[src/rtl/core/pshs_pkg.sv]
// ----------------------------------------------------------------------------
// pshs_pkg: shared types and constants of the pointer hash set
// Request and response beats, work items, status codes and hash constants.
// ----------------------------------------------------------------------------
package pshs_pkg;

  localparam int unsigned CntW = 11;

  localparam logic [1:0] ACT_INSERT = 2'd0;
  localparam logic [1:0] ACT_REMOVE = 2'd1;
  localparam logic [1:0] ACT_LOOKUP = 2'd2;

  localparam logic [63:0] KEY_EMPTY = 64'd0;
  localparam logic [63:0] KEY_TOMB  = 64'd1;

  localparam logic [63:0] MIX_C1 = 64'hbf58476d1ce4e5b9;
  localparam logic [63:0] MIX_C2 = 64'h94d049bb133111eb;

  localparam logic [CntW-1:0] LOAD_LIMIT_RST = 11'd640;

  typedef enum logic [2:0] {
    ST_INSERTED = 3'd0,
    ST_UPDATED  = 3'd1,
    ST_REMOVED  = 3'd2,
    ST_FOUND    = 3'd3,
    ST_NOTFOUND = 3'd4,
    ST_FULL     = 3'd5,
    ST_INVALID  = 3'd6
  } status_e;

  typedef struct packed {
    logic [1:0]  action;
    logic [63:0] key;
    logic [63:0] payload_in;
  } req_t;

  typedef struct packed {
    status_e         status;
    logic [63:0]     payload_out;
    logic [CntW-1:0] live_count;
  } rsp_t;

  typedef struct packed {
    logic        bad;
    logic [1:0]  action;
    logic [63:0] key;
    logic [63:0] payload;
  } work_t;

endpackage

[src/rtl/core/pshs_front.sv]
// ----------------------------------------------------------------------------
// pshs_front: request intake and home slot hash
// Flags reserved keys and unused actions, runs the 64-bit finalizer on one
// shared 32x32 multiplier and reduces it to a home slot.
// ----------------------------------------------------------------------------
module pshs_front import pshs_pkg::*; #(
  parameter int unsigned TABLE_SLOTS = 1024,
  localparam int unsigned IdxW = $clog2(TABLE_SLOTS)
) (
  input  logic            clk_i,
  input  logic            rst_ni,
  input  logic            in_valid_i,
  output logic            in_stall_o,
  input  req_t            in_data_i,
  input  logic            hold_i,
  output logic            push_o,
  input  logic            full_i,
  output work_t           work_o,
  output logic [IdxW-1:0] home_o
);

  localparam bit IsPow2 = (TABLE_SLOTS & (TABLE_SLOTS - 1)) == 0;
  localparam logic [63:0] NS = 64'(TABLE_SLOTS);
  // byte weights 2^(8i) mod slots for the fold
  localparam logic [15:0] FoldK1 = 16'((64'd1 << 8) % NS);
  localparam logic [15:0] FoldK2 = 16'((64'd1 << 16) % NS);
  localparam logic [15:0] FoldK3 = 16'((64'd1 << 24) % NS);
  localparam logic [15:0] FoldK4 = 16'((64'd1 << 32) % NS);
  localparam logic [15:0] FoldK5 = 16'((64'd1 << 40) % NS);
  localparam logic [15:0] FoldK6 = 16'((64'd1 << 48) % NS);
  localparam logic [15:0] FoldK7 = 16'((64'd1 << 56) % NS);
  // folded value stays below 2^27; reciprocal exact for that range
  localparam int unsigned RecS   = 27 + IdxW;
  localparam logic [63:0] RecipM = ((64'd1 << RecS) + NS - 64'd1) / NS;

  typedef enum logic [2:0] {F_IDLE, F_MUL, F_MIX, F_FIN, F_MOD, F_PUSH} fstate_e;

  fstate_e         state_q;
  logic [1:0]      phase_q;
  logic            round_q;
  logic [63:0]     x_q, acc_q, sh_q;
  logic [IdxW-1:0] home_q;
  logic [1:0]      bit_q;
  work_t           item_q;

  logic [63:0] cst, prod, acc_d, hval;
  logic [31:0] mul_a, mul_b;
  logic [31:0] fold, rem;
  logic [63:0] qp;
  logic accept;

  assign cst = round_q ? MIX_C2 : MIX_C1;

  always_comb begin
    case (phase_q)
      2'd0: begin
        mul_a = x_q[31:0];
        mul_b = cst[31:0];
      end
      2'd1: begin
        mul_a = x_q[31:0];
        mul_b = cst[63:32];
      end
      default: begin
        mul_a = x_q[63:32];
        mul_b = cst[31:0];
      end
    endcase
  end

  assign prod  = 64'(mul_a) * 64'(mul_b);
  assign acc_d = (phase_q == 2'd0) ? prod : acc_q + {prod[31:0], 32'd0};
  assign hval  = acc_q ^ (acc_q >> 31);
  assign fold  = 32'(sh_q[7:0]) +
                 32'(sh_q[15:8])  * 32'(FoldK1) + 32'(sh_q[23:16]) * 32'(FoldK2) +
                 32'(sh_q[31:24]) * 32'(FoldK3) + 32'(sh_q[39:32]) * 32'(FoldK4) +
                 32'(sh_q[47:40]) * 32'(FoldK5) + 32'(sh_q[55:48]) * 32'(FoldK6) +
                 32'(sh_q[63:56]) * 32'(FoldK7);
  assign qp    = 64'({5'd0, acc_q[26:0]}) * 64'(RecipM[31:0]);
  assign rem   = acc_q[31:0] - sh_q[31:0] * NS[31:0];

  assign accept     = (state_q == F_IDLE) && in_valid_i && !hold_i;
  assign in_stall_o = (state_q != F_IDLE) || hold_i;
  assign push_o     = (state_q == F_PUSH) && !full_i;
  assign work_o     = item_q;
  assign home_o     = home_q;

  always_ff @(posedge clk_i or negedge rst_ni) begin
    if (!rst_ni) begin
      state_q <= F_IDLE;
      phase_q <= 2'd0;
      round_q <= 1'b0;
      x_q     <= '0;
      acc_q   <= '0;
      sh_q    <= '0;
      home_q  <= '0;
      bit_q   <= '0;
      item_q  <= '0;
    end else begin
      unique case (state_q)
        F_IDLE: begin
          if (accept) begin
            item_q.bad     <= (in_data_i.key == KEY_EMPTY) || (in_data_i.key == KEY_TOMB) ||
                              (in_data_i.action != ACT_INSERT && in_data_i.action != ACT_REMOVE
                               && in_data_i.action != ACT_LOOKUP);
            item_q.action  <= in_data_i.action;
            item_q.key     <= in_data_i.key;
            item_q.payload <= in_data_i.payload_in;
            x_q            <= in_data_i.key ^ (in_data_i.key >> 30);
            phase_q        <= 2'd0;
            round_q        <= 1'b0;
            state_q        <= F_MUL;
          end
        end
        F_MUL: begin
          acc_q <= acc_d;
          if (phase_q == 2'd2) begin
            phase_q <= 2'd0;
            state_q <= round_q ? F_FIN : F_MIX;
          end else begin
            phase_q <= phase_q + 2'd1;
          end
        end
        F_MIX: begin
          x_q     <= acc_q ^ (acc_q >> 27);
          round_q <= 1'b1;
          state_q <= F_MUL;
        end
        F_FIN: begin
          if (IsPow2) begin
            home_q  <= hval[IdxW-1:0];
            state_q <= F_PUSH;
          end else begin
            sh_q    <= hval;
            home_q  <= '0;
            bit_q   <= '0;
            state_q <= F_MOD;
          end
        end
        F_MOD: begin
          bit_q <= bit_q + 2'd1;
          if (bit_q == 2'd0) begin
            acc_q <= 64'(fold);
          end else if (bit_q == 2'd1) begin
            sh_q <= qp >> RecS;
          end else begin
            home_q  <= rem[IdxW-1:0];
            state_q <= F_PUSH;
          end
        end
        F_PUSH: begin
          if (!full_i) state_q <= F_IDLE;
        end
        default: state_q <= F_IDLE;
      endcase
    end
  end

endmodule

[config.mk]
export PLATFORM = sky130hd
export DESIGN_NAME = pshs_front
export DESIGN_NICKNAME = d
export VERILOG_FILES = /design/src/rtl/core/pshs_pkg.sv /design/src/rtl/core/pshs_front.sv
export SDC_FILE = /design/constraint.sdc
export NUM_CORES = 2
export LEC_CHECK = 0
export ABC_CLOCK_PERIOD_IN_PS = 13700
export BUFFER_PORTS_ARGS = -buffer_cell sky130_fd_sc_hd__buf_2
export CAP_MARGIN = 20
export CORE_ASPECT_RATIO = 1.75
export CORE_MARGIN = 2
export CORE_UTILIZATION = 35
export CTS_BUF_LIST = sky130_fd_sc_hd__clkbuf_4 sky130_fd_sc_hd__clkbuf_8 sky130_fd_sc_hd__clkbuf_16
export DETAILED_ROUTE_END_ITERATION = 6
export SLEW_MARGIN = 20
export SYNTH_ARGS = -nofsm -noshare
export SYNTH_HDL_FRONTEND = slang
export SYNTH_SLANG_ARGS = --single-unit
[constraint.sdc]
create_clock -name clk_i -period 13.7 [get_ports clk_i]
set_clock_uncertainty 0.15 [all_clocks]
set_input_delay 2.055 -clock clk_i [delete_from_list [all_inputs] [get_ports clk_i]]
set_output_delay 2.055 -clock clk_i [all_outputs]
set_load 0.005 [all_outputs]
[Word-level counts from Yosys, hierarchy flattened]
Index checks and enable logic that the tools add are counted.
Storage, ports and cells
  input port bits: 135
  memories kept: 0
  bits in read-only memories: 0
  register bits: 293
  output and inout bits: 143
  latch bits: 0
  logic and storage cells: 90
  RAM bits: 0
Cells by class
  magnitude comparators: 0
  bitwise gates (word level): 4
  multiplexer cells: 23
  multipliers: 1
  divide/modulo/power cells: 0
  eq/ne operators: 17
  reduce and logical (&&, ||, !) cells: 28
  $add $sub $neg: 5
  shifts and indexed selects: 0
Operators with widths (count)
  64-bit one-hot mux with 2 select lines: 2
  64-bit two-way mux: 3
  64-bit adder: 1
  64-bit by 1-bit == test with 1-bit output, second input constant: 1
  64-bit zero test: 1
  32-bit by 32-bit multiplier with 64-bit output: 1
  32-bit two-way mux: 2
  64-bit by 34-bit bitwise XOR with 64-bit output: 1
  64-bit by 37-bit bitwise XOR with 64-bit output: 1
  62-bit two-way mux: 1
  10-bit two-way mux: 2
  10-bit one-hot mux with 2 select lines: 1
  3-bit one-hot mux with 6 select lines: 1
  8-bit by 16-bit adder with 17-bit output: 1
  3-bit two-way mux: 5
  2-bit != test, second input constant: 7
  2-bit nonzero test: 5
  10-bit by 1-bit subtractor with 10-bit output, second input constant: 1
  10-bit bitwise XOR: 1
  2-bit AND reduction: 4
  3-bit by 2-bit == test with 1-bit output, second input constant: 2
  3-bit == test, second input constant: 2
  3-bit AND reduction: 2
  1-bit logical AND: 5
  17 further kinds: 25

[Longest topological paths before layout]
  word-level depth: 7
  depth in mapped cells: 41

[Worst setup path before layout]
Ideal clock, no wire load.
  path kind: flip-flop to flip-flop
  start: reg phase_q[1]
  end: reg acc_q[62]
  cell stages (with the launch flop): 34
  arrival: 9.382 ns
  clock period less this slack: 9.658 ns
  setup slack: 4.042 ns
  path buffers: 4
  cell sequence: dfrtp_1 > clkbuf_1 > clkbuf_1 > buf_1 > mux2i_1 > inv_1 > and2_1 > nor2_1 > fa_1 > inv_1 > fa_1 > fa_1 > inv_1 > fa_1 > inv_1 > fa_1 > fa_1 > fa_1 > fa_1 > ha_1 > clkbuf_1 > nand4_1 > nor3_1 > a2111oi_2 > nand2_1 > xor2_1 > ha_1 > nand2_1 > or2_2 > o22ai_1 > o21ai_0 > o21ai_0 > xor2_1 > a221o_1
On the way
  word-level cells in the longest chain between the ends: 7
RTL lines
  start, declared: line pshs_front.sv:39  | logic [1:0] phase_q;
  start signal, assigned: line pshs_front.sv:121  | phase_q <= phase_q + 2'd1;
  2-bit by 1-bit == test with 1-bit output or 2-bit zero test (tied branches): line pshs_front.sv:55, pshs_front.sv:72
  2-bit OR reduction (no line)
  32-bit two-way mux: line pshs_front.sv:55  | case (phase_q)
  32-bit by 32-bit multiplier with 64-bit output: line pshs_front.sv:71  | assign prod = 64'(mul_a) * 64'(mul_b);
  64-bit adder: line pshs_front.sv:72  | assign acc_d = (phase_q == 2'd0) ? prod : acc_q + {prod[31:0], 32'd0};
  64-bit two-way mux (*): line pshs_front.sv:72
  64-bit one-hot mux with 2 select lines (*): line pshs_front.sv:100  | unique case (state_q)
  end signal, assigned: line pshs_front.sv:143  | acc_q <= 64'(fold);
  end, declared: line pshs_front.sv:41  | logic [63:0] x_q, acc_q, sh_q;
Mark *: on every way between the ends. The rest lies on a longest branch, timed or not.
A chain may end at the register's enable or synchronous reset.

[Worst setup path after layout]
  start: reg phase_q[1]
  end: reg acc_q[57]
The elaborated chain is that of the path after synthesis.

==> impl_metrics.ini <==
[outcome]
outcome = finished clean

[logic_synthesis]
synth_flop_cell = dfrtp_1
synth_compound_area_frac = 0.07455
synthSimpleGateAreaFrac = 0.1235
synth-async-reset-ratio = 1.000
synthXorXnorAreaFrac = 0.03441
synth_top_area_share = 0.3812
yosys.area.top_type = fa_1
synth.most_common_cell = inv_1
ys_warn_count = 0
syn_nets = 5936
synth_mux_area_frac = 0.01293
netlist_area_um2 = 43270
syn_avg_cell_area_um2 = 9.384
synth_seq_cells = 293
synth_edf_count = 0
synth_top_family_by_area = adder cells
synthTopCellsByCount = 976 x inv_1, 824 x fa_1, 757 x nand2_1
synth_area_leaders = fa_1 38%, dfrtp_1 17%, ha_1 11%, inv_1 8.5%, nand2_1 6.6%
synth_cells = 4611
synthAdderAreaFrac = 0.4871
yosysSeqAreaShare = 0.1695
yosysUniqueCellTypes = 67

[sta]
worst_slew_margin_rel = 0.3081
drv_slew = 0
min_period_ns = 12.07
fin_ws_ns = 1.632
finalSetupViolations = 0
period_share = 0.8809
max_freq_mhz = 82.86
worst_pin_slew_ns = 1.034
fin_setup_tns_ns = 0
rsz0062_at_grt = no
hold_violations = 0

[clock_network]
cts_hold_buf = 0
htree_levels = 1
cts.repair.resized = 0
numCtsBuffers = 24
post_cts_buffers = 0
cts.sinks = 293
cts_tree = done
cts_root_buf = clkbuf_16
ctsLongestPathBuffers = 3
clock_latency_ns = 0.62
clk_pin_slew_ns = 0.08

[worst_setup_path]
crit_type = register to register
required_ns = 13.99
critical_path.top_delay_family = adder cells
r2r-start = phase_q[1]
cp.depth = 36
path_buf_inv = 7
worstPathMaxFanout = 23
reg2reg_to = acc_q[57]
startpoint = phase_q[1]
cp-endpoint = acc_q[57]
end_kind = register
startpoint_type = register
reg2reg_depth = 36
reg2reg_setup_slack_ns = 1.63
cp_slowest_stage_delay_ns = 0.87
worstPathArrival_ns = 12.36
crit_slowest_cell = dfrtp_2

[route]
ant_nets = 0
post_drt_wl_per_cell_um = 28.96
route.detailed.drc = 0
vias = 34030
drt_iter0_drc = 2403
vias_per_cell = 5.273
wl_um = 186900
first_pass_iters = 6

[die]
io_pins = 278
die_h_um = 469.1
die_area_um2 = 126600
core_area_um2 = 122700
die_w_um = 269.8
start_util = 0.3526
rows = 170

[grt]
grt_pass1_vias = 38260
grt_first_pass_wirelength_um = 267900
antenna_found_initial = 4
overflow = 0
grt_max_degree = 131
track_usage = 0.2995

[placement]
io_buffers = 277
dp_slack_ns = 1.821
hpwl_um = 161700
gp_congestion = 1.051

[layout]
n_fill_cell = 12510
area_growth_pct = 9.499
final_nets = 6123
final_layout_size_suffix_gt1_frac = 0.08825

[flow_run]
cap_violations = 0

[hold_path]
hold_class = register to register
## worst min path at each step
stage / end / start / slack [ns] / cells past startpoint
2_1_floorplan: x_q[37] / x_q[37] / 0.29 / 2
3_3_place_gp: work_o[75] / work_o[75] / 0.30 / 2
3_5_place_dp: work_o[84] / work_o[84] / 0.31 / 2
4_1_cts: work_o[61] / work_o[61] / 0.32 / 2
5_1_grt: work_o[42] / work_o[42] / 0.34 / 2
6_report: work_o[61] / work_o[61] / 0.32 / 2
## sequential cells by signal, summed over array words and instances (netlist names)
name,flops
phase_q,2
x_q,64
sh_q,16
acc_q,64
bit_q,2
round_q,1
state_q,3
home_o,10
work_o,131
## per-layer routing
layer | global-route usage | part of all wire | wire length [um]
met1 | 0.2871 | 0.31 | 57820
met2 | 0.5411 | 0.51 | 95390
met3 | 0.02823 | 0.045 | 8505
met4 | 0.3249 | 0.13 | 25210
met5 | 0 | 0 | 0
## per-stage QoR
stage / util / area [um^2] / instances / hold WS, ns
finish: 0.3860 / 47380 / 6454 / 0.3189
global route: 0.3860 / 47380 / 6454 / 0.3428
CTS: 0.3859 / 47360 / 6450 / 0.3249
detailed placement: 0.3789 / 46500 / 6406 / 0.3074
global placement: 0.3789 / 46500 / 6406 / 0.3036
floorplan: - / 43270 / 4611 / 0.2933
## placed cells by master (no fill, tap or decap), types with 32 or more instances in the layout
master    netlist  routed
o211ai_1       45      45
buf_2           8     276
nand2b_1       38      36
a21oi_1       132     130
dfrtp_1       293     291
xnor2_1       121     121
xor2_1         49      49
fa_1          824     824
o21ai_0       145     145
nor2_1        259     254
nand3_1        52      52
nand2_1       757     756
buf_4           0      32
ha_1          366     366
inv_1         976     976
a21o_1         41      41
## worst reg2reg max path: cells and delay by family, from the launching register on
| family | cells | cell delay (ns) |
|---|---|---|
| adder cells (fa/ha/maj) | 10 | 4.40 |
| AO/OA/AOI/OAI | 12 | 3.34 |
| buffers and inverters | 7 | 1.23 |
| AND/OR/NAND/NOR | 4 | 0.94 |
| flip-flops | 1 | 0.87 |
| XOR/XNOR | 2 | 0.61 |
| multiplexers | 1 | 0.36 |
## final cells by class
cell class	count	area [um^2]	share of cell area
clock buffer	31	671.9	0.01418
clock inverter	13	192.7	0.004067
sequential	293	7335	0.1548
antenna	4	10.01	0.0002113
inverter	976	3664	0.07732
multi-input combinational	3191	31770	0.6705
tap	1634	2044	0.04315
timing repair buffer	312	1697	0.03581
## logic make-up after synthesis
kind of cell	Yosys count
other	1
multiplexers	52
AO/OA/AOI/OAI	507
flip-flops	293
AND/OR/NAND/NOR	1271
buffers and inverters	1127
XOR/XNOR	170
adder cells (fa/ha/maj)	1190
Power is left out: the tool's default activity adds up to more than one toggle a clock period on the data nets, which glitch-free logic cannot reach.
