`config.mk`:
```
export PLATFORM = sky130hd
export DESIGN_NAME = pshs_queue
export DESIGN_NICKNAME = d
export VERILOG_FILES = /design/src/rtl/core/pshs_pkg.sv /design/src/rtl/core/pshs_queue.sv
export SDC_FILE = /design/constraint.sdc
export NUM_CORES = 1
export LEC_CHECK = 0
export BUFFER_PORTS_ARGS = -buffer_cell sky130_fd_sc_hd__buf_2
export CAP_MARGIN = 30
export CORE_MARGIN = 2
export CORE_UTILIZATION = 54
export DETAILED_ROUTE_END_ITERATION = 8
export PLACE_DENSITY_LB_ADDON = 0.25
export SLEW_MARGIN = 10
export SYNTH_ARGS = -nofsm -noshare
export SYNTH_HDL_FRONTEND = slang
export SYNTH_SLANG_ARGS = --single-unit
```
`constraint.sdc`:
```
create_clock -name clk_i -period 1.95 [get_ports clk_i]
set_input_delay 0.195 -clock clk_i [delete_from_list [all_inputs] [get_ports clk_i]]
set_output_delay 0.195 -clock clk_i [all_outputs]
set_load 0.005 [all_outputs]
```
`src/rtl/core/pshs_pkg.sv`:
```
// ----------------------------------------------------------------------------
// pshs_pkg: shared types and constants of the pointer hash set
// Request and response beats, work items, status codes and hash constants.
// ----------------------------------------------------------------------------
package pshs_pkg;

  localparam int unsigned CntW = 11;

  localparam logic [1:0] ACT_INSERT = 2'd0;
  localparam logic [1:0] ACT_REMOVE = 2'd1;
  localparam logic [1:0] ACT_LOOKUP = 2'd2;

  localparam logic [63:0] KEY_EMPTY = 64'd0;
  localparam logic [63:0] KEY_TOMB  = 64'd1;

  localparam logic [63:0] MIX_C1 = 64'hbf58476d1ce4e5b9;
  localparam logic [63:0] MIX_C2 = 64'h94d049bb133111eb;

  localparam logic [CntW-1:0] LOAD_LIMIT_RST = 11'd640;

  typedef enum logic [2:0] {
    ST_INSERTED = 3'd0,
    ST_UPDATED  = 3'd1,
    ST_REMOVED  = 3'd2,
    ST_FOUND    = 3'd3,
    ST_NOTFOUND = 3'd4,
    ST_FULL     = 3'd5,
    ST_INVALID  = 3'd6
  } status_e;

  typedef struct packed {
    logic [1:0]  action;
    logic [63:0] key;
    logic [63:0] payload_in;
  } req_t;

  typedef struct packed {
    status_e         status;
    logic [63:0]     payload_out;
    logic [CntW-1:0] live_count;
  } rsp_t;

  typedef struct packed {
    logic        bad;
    logic [1:0]  action;
    logic [63:0] key;
    logic [63:0] payload;
  } work_t;

endpackage

```
`src/rtl/core/pshs_queue.sv`:
```
// ----------------------------------------------------------------------------
// pshs_queue: two-entry work queue
// Decouples the hash front from the probe back.
// ----------------------------------------------------------------------------
module pshs_queue import pshs_pkg::*; #(
  parameter int unsigned W = 8
) (
  input  logic         clk_i,
  input  logic         rst_ni,
  input  logic         push_i,
  input  logic [W-1:0] data_i,
  output logic         full_o,
  input  logic         pop_i,
  output logic [W-1:0] data_o,
  output logic         empty_o
);

  logic [W-1:0] mem_q [2];
  logic         wp_q, rp_q;
  logic [1:0]   cnt_q;

  assign full_o  = cnt_q == 2'd2;
  assign empty_o = cnt_q == 2'd0;
  assign data_o  = mem_q[rp_q];

  always_ff @(posedge clk_i or negedge rst_ni) begin
    if (!rst_ni) begin
      wp_q  <= 1'b0;
      rp_q  <= 1'b0;
      cnt_q <= 2'd0;
      mem_q[0] <= '0;
      mem_q[1] <= '0;
    end else begin
      if (push_i) begin
        mem_q[wp_q] <= data_i;
        wp_q        <= ~wp_q;
      end
      if (pop_i) rp_q <= ~rp_q;
      case ({push_i, pop_i})
        2'b10:   cnt_q <= cnt_q + 2'd1;
        2'b01:   cnt_q <= cnt_q - 2'd1;
        default: cnt_q <= cnt_q;
      endcase
    end
  end

endmodule

```
Yosys cells after proc, flatten, opt, wreduce, memory -nomap -nowiden
Cells that the tools add are included.
{"block": "word_totals", "regBits": 20, "output_inout_bits": 10, "elab_cells": 27}
{"block": "op_classes", "add_sub_neg": 2, "n_lt_le_gt_ge": 3, "n_eq_ne": 3, "muxes": 7, "bitwise": 4, "reduce_logical": 3}
{"cell": "two-way mux 8 bit", "count": 4}
{"cell": "bitwise mux 16 bit", "count": 1}
{"cell": "demux 8 bit (select 1 bit)", "count": 1}
{"cell": "== test 2 bit (second input constant)", "count": 2}
{"cell": "greater-or-equal comparator 2 bit (second input constant)", "count": 2}
{"cell": "inverter 1 -> 2 bit", "count": 2}
{"cell": "one-hot mux 2 bit (2 select lines)", "count": 1}
{"cell": "adder 2 x 1 -> 2 bit (second input constant)", "count": 1}
{"cell": "== test 2 x 1 -> 1 bit (second input constant)", "count": 1}
{"cell": "zero test 2 bit", "count": 1}
{"cell": "< comparator 2 x 1 -> 1 bit (second input constant)", "count": 1}
{"cell": "inverter 1 bit", "count": 2}
{"cell": "nonzero test 2 bit", "count": 1}
{"cell": "subtractor 2 x 1 -> 2 bit (second input constant)", "count": 1}
{"cell": "logical AND 1 bit", "count": 1}

Depth between registers and ports, before layout
Gate-level depths: netlist of run 1.
{"block": "logic_depth", "depth_word": 6, "mapped_depth": 5}

Least setup slack after synthesis of run 1
Ideal clock, no wire load.
{"block": "synth_timing", "path_kind": "register to register", "start": "reg wp_q", "end": "reg mem_q[10] (netlist bit)", "setup_ps": 125, "arrival_time_ps": 963, "required_ps": 1825, "path_slack_ps": 862, "path_stages_with_launch": 3, "path_buffers": 0, "period_less_slack_ps": 1088, "cell_sequence": "dfrtp_1 nor2_4 mux2_2"}
{"block": "synth_between", "elab_chain_len": 6, "elab_cells_between_ends": 7, "classes_between": "order compare: 2; mux: 3; bitwise: 1; reduce/logical: 1"}
{"item": "start, declared", "line": "pshs_queue.sv:19", "rtl": "logic wp_q, rp_q;"}
{"item": "start signal, assigned", "line": "pshs_queue.sv:36", "rtl": "wp_q <= ~wp_q;"}
{"item": "inverter 1 -> 2 bit (implied by the code) *", "line": "pshs_queue.sv:35", "rtl": "mem_q[wp_q] <= data_i;"}
{"item": "greater-or-equal comparator 2 bit (implied by the code) / < comparator 2 x 1 -> 1 bit (equally long branches)", "line": "pshs_queue.sv:35"}
{"item": "logical AND 1 bit (implied by the code)", "line": "pshs_queue.sv:35"}
{"item": "two-way mux 8 bit (implied by the code)", "line": "pshs_queue.sv:35"}
{"item": "demux 8 bit (select 1 bit) *", "line": "pshs_queue.sv:35"}
{"item": "bitwise mux 16 bit *", "line": "pshs_queue.sv:35"}
{"item": "end signal, assigned by index", "line": "pshs_queue.sv:35"}
{"item": "end, declared", "line": "pshs_queue.sv:18", "rtl": "logic [W-1:0] mem_q [2];"}
Every way passes the cells marked *; elsewhere a longest branch is shown, timed or not.
A chain may end at the register's enable or synchronous reset.

Worst setup path in the final report of run 1
{"block": "layout_timing", "start": "reg rp_q", "end": "out data_o[5]"}
{"block": "layout_between", "elab_chain_len": 4}
{"item": "start, declared", "line": "pshs_queue.sv:19"}
{"item": "start signal, assigned", "line": "pshs_queue.sv:38", "rtl": "if (pop_i) rp_q <= ~rp_q;"}
{"item": "inverter 1 -> 2 bit (implied by the code)", "line": "pshs_queue.sv:24", "rtl": "assign data_o = mem_q[rp_q];"}
{"item": "two-way mux 8 bit (implied by the code) (3 in series)", "line": "pshs_queue.sv:24"}
{"item": "end, declared", "line": "pshs_queue.sv:14", "rtl": "output logic [W-1:0] data_o,"}
No other way between the ends. The select of a mux whose other input is x is not followed.

==> impl_metrics.xml, run 1 <==
<?xml version="1.0" encoding="UTF-8"?>
<metrics>
  <group name="global_route">
    <metric name="first_global_vias" unit="">525</metric>
    <metric name="grt_max_degree" unit="">21</metric>
    <metric name="grt_util_all_layers" unit="">0.170</metric>
    <metric name="wire_length_of_the_first_global_routing_pass" unit="mm">2.28</metric>
    <metric name="antenna_found_initial" unit="">0</metric>
    <metric name="globalRouteOverflowTotal" unit="">0</metric>
  </group>
  <group name="power_and_ir_drop">
    <metric name="p_per_area" unit="nW/µm²">1580</metric>
    <metric name="leakage" unit="nW">0.472</metric>
    <metric name="vdd_ir_drop_max" unit="µV">767</metric>
  </group>
  <group name="logic_synthesis">
    <metric name="postSynth.asyncResetShare" unit="">1.00</metric>
    <metric name="synth_top_cells_by_area" unit="">sky130_fd_sc_hd__dfrtp_1 (58%), sky130_fd_sc_hd__mux2_2 (31%), sky130_fd_sc_hd__xor2_1 (3.0%), sky130_fd_sc_hd__xnor2_1 (2.0%), sky130_fd_sc_hd__ha_1 (1.4%)</metric>
    <metric name="yosysMostFrequentCell" unit="">sky130_fd_sc_hd__mux2_2</metric>
    <metric name="syn-mean-instance-area" unit="µm²">15.2</metric>
    <metric name="synthFlopType" unit="">sky130_fd_sc_hd__dfrtp_1</metric>
    <metric name="synth_compound_gate_area_share" unit="">0</metric>
    <metric name="synthXorXnorAreaFrac" unit="">0.0505</metric>
    <metric name="cell_area_synth" unit="µm²">867</metric>
    <metric name="synth.mux.area_fraction" unit="">0.312</metric>
    <metric name="synth-edff-count" unit="">0</metric>
    <metric name="synth_simple_gate_area_share" unit="">0.0361</metric>
    <metric name="synth_adder_area_share" unit="">0.0144</metric>
    <metric name="syn-instance-count" unit="">57</metric>
    <metric name="synth.cells.most_frequent" unit="">sky130_fd_sc_hd__mux2_2 (24), sky130_fd_sc_hd__dfrtp_1 (20), sky130_fd_sc_hd__xor2_1 (3)</metric>
    <metric name="yosys_warnings" unit="">0</metric>
    <metric name="synth_top_cell_by_area" unit="">sky130_fd_sc_hd__dfrtp_1</metric>
    <metric name="synth_seq_cells" unit="">20</metric>
    <metric name="dominant_combinational_cell_family_by_area_after_synthesis" unit="">multiplexers</metric>
    <metric name="synthDistinctLibCells" unit="">11</metric>
    <metric name="netlist.area_leader.share" unit="">0.577</metric>
    <metric name="ys_seq_area_frac" unit="">0.577</metric>
    <metric name="synth.net_count" unit="">70</metric>
  </group>
  <group name="floorplanning">
    <metric name="die_h" unit="µm">44.1</metric>
    <metric name="floorplan.initialDensity" unit="">0.576</metric>
    <metric name="core_region_area" unit="µm²">1510</metric>
    <metric name="placement_rows" unit="">14</metric>
    <metric name="die_area" unit="µm²">1940</metric>
    <metric name="io_pins" unit="">22</metric>
    <metric name="die_width" unit="µm">44.1</metric>
  </group>
  <group name="detailed_routing">
    <metric name="dr.first_iter.drc_count" unit="">1</metric>
    <metric name="drt-pass1-iter-count" unit="">3</metric>
    <metric name="via_per_inst" unit="">5.30</metric>
    <metric name="wirelength" unit="mm">1.43</metric>
    <metric name="drc_errors" unit="">0</metric>
    <metric name="wire_per_inst" unit="µm">14.7</metric>
    <metric name="antenna_violating_nets_post_route" unit="">0</metric>
    <metric name="via_count" unit="">514</metric>
  </group>
  <group name="cts">
    <metric name="clk_root_buffer_cell" unit="">sky130_fd_sc_hd__clkbuf_4</metric>
    <metric name="cts-htree-levels" unit="">1</metric>
    <metric name="cts_hold_buffers" unit="">1</metric>
    <metric name="clkSlewWorstSetupHoldPaths" unit="ns">0.10</metric>
    <metric name="post_cts.resized_instances" unit="">0</metric>
    <metric name="cts_tree" unit="">built</metric>
    <metric name="post_cts_buffers" unit="">0</metric>
    <metric name="tritoncts.num_buffers" unit="">3</metric>
    <metric name="worstSkewPairLatency" unit="ns">0.29</metric>
    <metric name="cts_max_path_buffers" unit="">2</metric>
    <metric name="cts.sinks" unit="">20</metric>
  </group>
  <group name="setup_path">
    <metric name="worstSetupEndpoint" unit="">data_o[5]</metric>
    <metric name="nature_of_the_critical_path_endpoint" unit="">output pin</metric>
    <metric name="rrSetupSlack" unit="ns">0.76</metric>
    <metric name="startpoint_class" unit="">flip-flop</metric>
    <metric name="crit-reg2reg-launch" unit="">wp_q</metric>
    <metric name="critPathLaunch" unit="">rp_q</metric>
    <metric name="crit_required" unit="ns">1.75</metric>
    <metric name="path_max_fanout" unit="">9</metric>
    <metric name="slowest_stage_delay_on_critical_path" unit="ns">0.60</metric>
    <metric name="regToRegEndpoint" unit="">mem_q[10]</metric>
    <metric name="critical_path_arrival" unit="ns">1.42</metric>
    <metric name="timing.reg2reg.worst_path_depth" unit="">2</metric>
    <metric name="worst_path_cell_chain" unit="">mux2_2, buf_2</metric>
    <metric name="critPathSlowestCell" unit="">sky130_fd_sc_hd__dfrtp_1</metric>
    <metric name="timing.setup.critical_path_class" unit="">reg -&gt; out</metric>
  </group>
  <group name="sta">
    <metric name="tns" unit="ns">0</metric>
    <metric name="fmaxAchievable" unit="MHz">621</metric>
    <metric name="timing_worst_slew_pin_value" unit="ns">0.429</metric>
    <metric name="finalHoldViolCount" unit="">0</metric>
    <metric name="rsz0062_at_grt" unit="">no</metric>
    <metric name="setup_violations" unit="">0</metric>
    <metric name="timing.final.crit_share" unit="">0.826</metric>
    <metric name="final.setup_skew" unit="ns">0.00178</metric>
    <metric name="drv_slew" unit="">0</metric>
    <metric name="timing.max_slew.rel_slack" unit="">0.714</metric>
    <metric name="finalWorstPathRequiredPeriod" unit="ns">1.61</metric>
    <metric name="finalWorstSetupSlack" unit="ns">0.339</metric>
  </group>
  <group name="place">
    <metric name="detailedPlacementHpwl" unit="µm">992</metric>
    <metric name="gp_congestion" unit="">0.651</metric>
    <metric name="port_buffers" unit="">21</metric>
    <metric name="preCtsSetupSlack" unit="ns">0.665</metric>
  </group>
  <group name="min_path">
    <metric name="hold_path_class" unit="">in -&gt; reg</metric>
  </group>
  <group name="run_status">
    <metric name="status" unit="">completed</metric>
  </group>
  <group name="layout">
    <metric name="diodes" unit="">0</metric>
    <metric name="areaGrowthSynthToFinish" unit="%">17.6</metric>
    <metric name="fraction_of_layout_instances_using_a_drive_strength_above_1" unit="">0.630</metric>
    <metric name="final_nets" unit="">96</metric>
  </group>
  <group name="flow_run">
    <metric name="max_cap_viol_count" unit="">0</metric>
  </group>
</metrics>
-- worst min path at each step --
stage                      start       end  slack [ns]  depth (start not counted)
after floorplan           rst_ni  cnt_q[0]       -0.10                          0
after global placement    rst_ni  mem_q[4]        0.16                          1
after detailed placement  rst_ni  mem_q[4]        0.16                          1
after CTS                  pop_i      rp_q        0.09                          2
after global routing       pop_i      rp_q        0.08                          2
final                      pop_i      rp_q        0.09                          2
-- cells in the final DEF (no fill, tap or decap), drive strengths merged --
cell type / instances
nor2: 3
mux2: 24
dlygate4sd3: 1
dfrtp: 20
nand2: 1
xnor2: 2
nor2b: 1
inv: 1
clkbuf: 3
buf: 21
ha: 1
xor2: 3
-- kinds of logic after synthesis --
group | after synthesis
multiplexers | 24
flip-flops | 20
XOR/XNOR | 5
AND/OR/NAND/NOR | 5
buffers and inverters | 2
adder cells (fa/ha/maj) | 1
-- worst max-delay path: cells and delay by family (launching register included) --
family                 cells  cell delay (ns)
flip-flops                 1             0.60
multiplexers               1             0.40
buffers and inverters      1             0.13
-- flip-flops by register name, indices dropped and copies added, names as in the netlist --
register  flops
cnt_q         2
mem_q        16
wp_q          1
rp_q          1
-- per-stage QoR --
stage / utilization / instance area [µm²] / power [mW] / instances / hold slack, ns
2_1_floorplan: - / 867 / 1.20 / 57 / -0.101
3_3_place_gp: 0.655 / 987 / 1.40 / 93 / 0.162
3_5_place_dp: 0.655 / 987 / 1.44 / 93 / 0.163
4_1_cts: 0.677 / 1020 / 1.63 / 97 / 0.0853
5_1_grt: 0.677 / 1020 / 1.72 / 97 / 0.0791
6_report: 0.677 / 1020 / 1.61 / 97 / 0.0886
-- per-layer routing --
metal / GRT usage / wire, µm / vias to the layer above / part of all wire
met3: 0.0367 / 54 / 2 / 0.038
met1: 0.199 / 631 / 251 / 0.44
li1: - / - / 248 / -
met5: 0 / 0 / - / 0
met2: 0.300 / 723 / 13 / 0.51
met4: 0.0727 / 15 / 0 / 0.011
-- cell type report --
| cell class | count | area (µm²) |
|---|---|---|
| Clock buffer | 3 | 22.5 |
| Fill cell | 117 | 487 |
| Inverter | 1 | 3.75 |
| Multi-Input combinational cell | 35 | 358 |
| Sequential cell | 20 | 500 |
| Tap cell | 16 | 20.0 |
| Timing Repair Buffer | 22 | 115 |
-- where the power goes --
part,switching [mW],internal (mW)
Clock,0.112,0.0718
Sequential,0.159,0.626
Combinational,0.215,0.422
Total,0.486,1.12
Power figures use the tool's default switching activity.
==> inputs of run 2 (changes only) <==
--- a/config.mk
+++ b/config.mk
@@ -8,7 +8,7 @@
 export BUFFER_PORTS_ARGS = -buffer_cell sky130_fd_sc_hd__buf_2
 export CAP_MARGIN = 30
 export CORE_MARGIN = 2
-export CORE_UTILIZATION = 54
+export CORE_UTILIZATION = 50
 export DETAILED_ROUTE_END_ITERATION = 8
 export PLACE_DENSITY_LB_ADDON = 0.25
 export SLEW_MARGIN = 10
==> constraint.sdc (replaced) <==
create_clock -name clk_i -period 1.64 [get_ports clk_i]
set_input_delay 0.164 -clock clk_i [delete_from_list [all_inputs] [get_ports clk_i]]
set_output_delay 0.164 -clock clk_i [all_outputs]
set_load 0.005 [all_outputs]
==> impl_metrics.xml, run 2 (synthesized netlist as in run 1, its figures left out) <==
<?xml version="1.0" encoding="UTF-8"?>
<metrics>
  <group name="run_status">
    <metric name="status" unit="">completed</metric>
  </group>
  <group name="floorplanning">
    <metric name="floorplan.initialDensity" unit="">0.519</metric>
    <metric name="io_pins" unit="">22</metric>
    <metric name="die_width" unit="µm">45.6</metric>
    <metric name="placement_rows" unit="">15</metric>
    <metric name="die_area" unit="µm²">2080</metric>
    <metric name="core_region_area" unit="µm²">1670</metric>
    <metric name="die_h" unit="µm">45.6</metric>
  </group>
  <group name="detailed_routing">
    <metric name="wire_per_inst" unit="µm">13.5</metric>
    <metric name="drt-pass1-iter-count" unit="">3</metric>
    <metric name="dr.first_iter.drc_count" unit="">1</metric>
    <metric name="via_count" unit="">520</metric>
    <metric name="drc_errors" unit="">0</metric>
    <metric name="antenna_violating_nets_post_route" unit="">0</metric>
    <metric name="wirelength" unit="mm">1.33</metric>
    <metric name="via_per_inst" unit="">5.25</metric>
  </group>
  <group name="setup_path">
    <metric name="timing.setup.critical_path_class" unit="">reg -&gt; out</metric>
    <metric name="worstSetupEndpoint" unit="">data_o[1]</metric>
    <metric name="crit-reg2reg-launch" unit="">wp_q</metric>
    <metric name="critical_path_arrival" unit="ns">1.29</metric>
    <metric name="nature_of_the_critical_path_endpoint" unit="">output pin</metric>
    <metric name="regToRegEndpoint" unit="">mem_q[11]</metric>
    <metric name="crit_required" unit="ns">1.48</metric>
    <metric name="critPathLaunch" unit="">rp_q</metric>
    <metric name="startpoint_class" unit="">flip-flop</metric>
    <metric name="timing.reg2reg.worst_path_depth" unit="">2</metric>
    <metric name="rrSetupSlack" unit="ns">0.45</metric>
    <metric name="path_max_fanout" unit="">9</metric>
  </group>
  <group name="global_route">
    <metric name="wire_length_of_the_first_global_routing_pass" unit="mm">2.20</metric>
    <metric name="grt_max_degree" unit="">21</metric>
    <metric name="globalRouteOverflowTotal" unit="">0</metric>
    <metric name="first_global_vias" unit="">502</metric>
    <metric name="antenna_found_initial" unit="">0</metric>
    <metric name="grt_util_all_layers" unit="">0.158</metric>
  </group>
  <group name="place">
    <metric name="gp_congestion" unit="">0.699</metric>
    <metric name="detailedPlacementHpwl" unit="µm">954</metric>
    <metric name="post_placement_cell_count" unit="">94</metric>
    <metric name="dpl_cell_area" unit="µm²">988</metric>
    <metric name="port_buffers" unit="">21</metric>
  </group>
  <group name="sta">
    <metric name="timing_worst_slew_pin_value" unit="ns">0.443</metric>
    <metric name="timing.final.crit_share" unit="">0.885</metric>
    <metric name="drv_slew" unit="">0</metric>
    <metric name="fmaxAchievable" unit="MHz">689</metric>
    <metric name="tns" unit="ns">0</metric>
    <metric name="final.setup_skew" unit="ns">0.00135</metric>
    <metric name="rsz0062_at_grt" unit="">no</metric>
    <metric name="setup_violations" unit="">0</metric>
    <metric name="finalWorstPathRequiredPeriod" unit="ns">1.45</metric>
    <metric name="timing.max_slew.rel_slack" unit="">0.705</metric>
    <metric name="finalHoldViolCount" unit="">0</metric>
  </group>
  <group name="layout">
    <metric name="finalNonFillerCells" unit="">99</metric>
    <metric name="fraction_of_layout_instances_using_a_drive_strength_above_1" unit="">0.646</metric>
    <metric name="share_of_the_core_filled_with_cells_in_the_final_layout" unit="">0.620</metric>
    <metric name="largest_register_ffs" unit="">16</metric>
    <metric name="top_register" unit="">mem_q</metric>
    <metric name="final_nets" unit="">96</metric>
    <metric name="most-common-layout-cells" unit="">sky130_fd_sc_hd__mux2_2 (24), sky130_fd_sc_hd__buf_2 (21), sky130_fd_sc_hd__dfrtp_1 (19)</metric>
    <metric name="postLayoutCellArea" unit="µm²">1040</metric>
    <metric name="areaGrowthSynthToFinish" unit="%">19.5</metric>
    <metric name="layout.cells.most_common" unit="">sky130_fd_sc_hd__mux2_2</metric>
    <metric name="diodes" unit="">0</metric>
    <metric name="layout_top_registers" unit="">mem_q x16, cnt_q x2</metric>
  </group>
  <group name="power_and_ir_drop">
    <metric name="vdd_ir_drop_max" unit="µV">1050</metric>
    <metric name="p_per_area" unit="nW/µm²">1890</metric>
    <metric name="totalPowerFinal" unit="mW">1.95</metric>
    <metric name="leakage" unit="nW">0.478</metric>
  </group>
  <group name="cts">
    <metric name="clkSlewWorstSetupHoldPaths" unit="ns">0.11</metric>
    <metric name="tritoncts.num_buffers" unit="">3</metric>
    <metric name="cts.sinks" unit="">20</metric>
    <metric name="clk_root_buffer_cell" unit="">sky130_fd_sc_hd__clkbuf_4</metric>
    <metric name="cts_tree" unit="">built</metric>
    <metric name="post_cts_buffers" unit="">0</metric>
    <metric name="worstSkewPairLatency" unit="ns">0.29</metric>
    <metric name="cts-htree-levels" unit="">1</metric>
    <metric name="cts_max_path_buffers" unit="">2</metric>
  </group>
  <group name="min_path">
    <metric name="hold_path_class" unit="">in -&gt; reg</metric>
  </group>
  <group name="flow_run">
    <metric name="max_cap_viol_count" unit="">0</metric>
  </group>
</metrics>
==> run 2: cell types whose count changed in the layout (fill, tap and decap cells not counted) <==
cell / previous run / this run
sky130_fd_sc_hd__clkbuf_8: 0 / 1
sky130_fd_sc_hd__dfrtp_1: 20 / 19
sky130_fd_sc_hd__dfrtp_2: 0 / 1
==> run 2: how the worst min path moves through the flow <==
stage,cells after the start,endpoint,from,slack (ns)
after floorplan,0,cnt_q[0],rst_ni,-0.13
after global placement,1,mem_q[3],rst_ni,0.14
after detailed placement,1,mem_q[11],rst_ni,0.13
after CTS,2,rp_q,pop_i,0.05
after global routing,2,rp_q,pop_i,0.05
final,2,rp_q,pop_i,0.05
==> run 2: final cells by class <==
cell class,instances,area [µm²]
Multi-Input combinational cell,35,358
Timing Repair Buffer,22,115
Sequential cell,20,502
Tap cell,17,21.3
Clock buffer,4,36.3
Inverter,1,3.75
Fill cell,145,634
==> run 2: power by group <==
part | switching (mW) | total, mW | leakage (nW) | internal [mW]
combinational | 0.244 | 0.745 | 0.224 | 0.501
sequential | 0.181 | 0.928 | 0.233 | 0.747
clock | 0.147 | 0.282 | 0.0210 | 0.135
==> run 2: worst max-delay path, stage by stage (launching register included) <==
cell	delay (ns)
sky130_fd_sc_hd__dfrtp_2	0.51
sky130_fd_sc_hd__mux2_2	0.36
sky130_fd_sc_hd__buf_2	0.12
==> run 2: stage by stage <==
step                      hold slack (ns)  setup WS, ns
final                              0.0543         0.189
after global routing               0.0492         0.112
after CTS                          0.0545        0.0389
after global placement              0.137         0.397
after floorplan                    -0.132         0.552
after detailed placement            0.135         0.390
==> run 2: per-layer routing <==
metal,up-vias,share of wire,wire length (µm),track usage
met5,-,0,0,0
met1,255,0.46,617,0.202
met4,0,0.025,33,0.106
li1,248,-,-,-
met2,13,0.47,633,0.237
met3,4,0.037,50,0.0357
==> run 2: what timing repair did <==
item                       4_1_cts  5_1_grt
resized for setup                0        1
hold endpoints to repair        20        0
hold buffers                     1        0
setup endpoints to repair        0        8
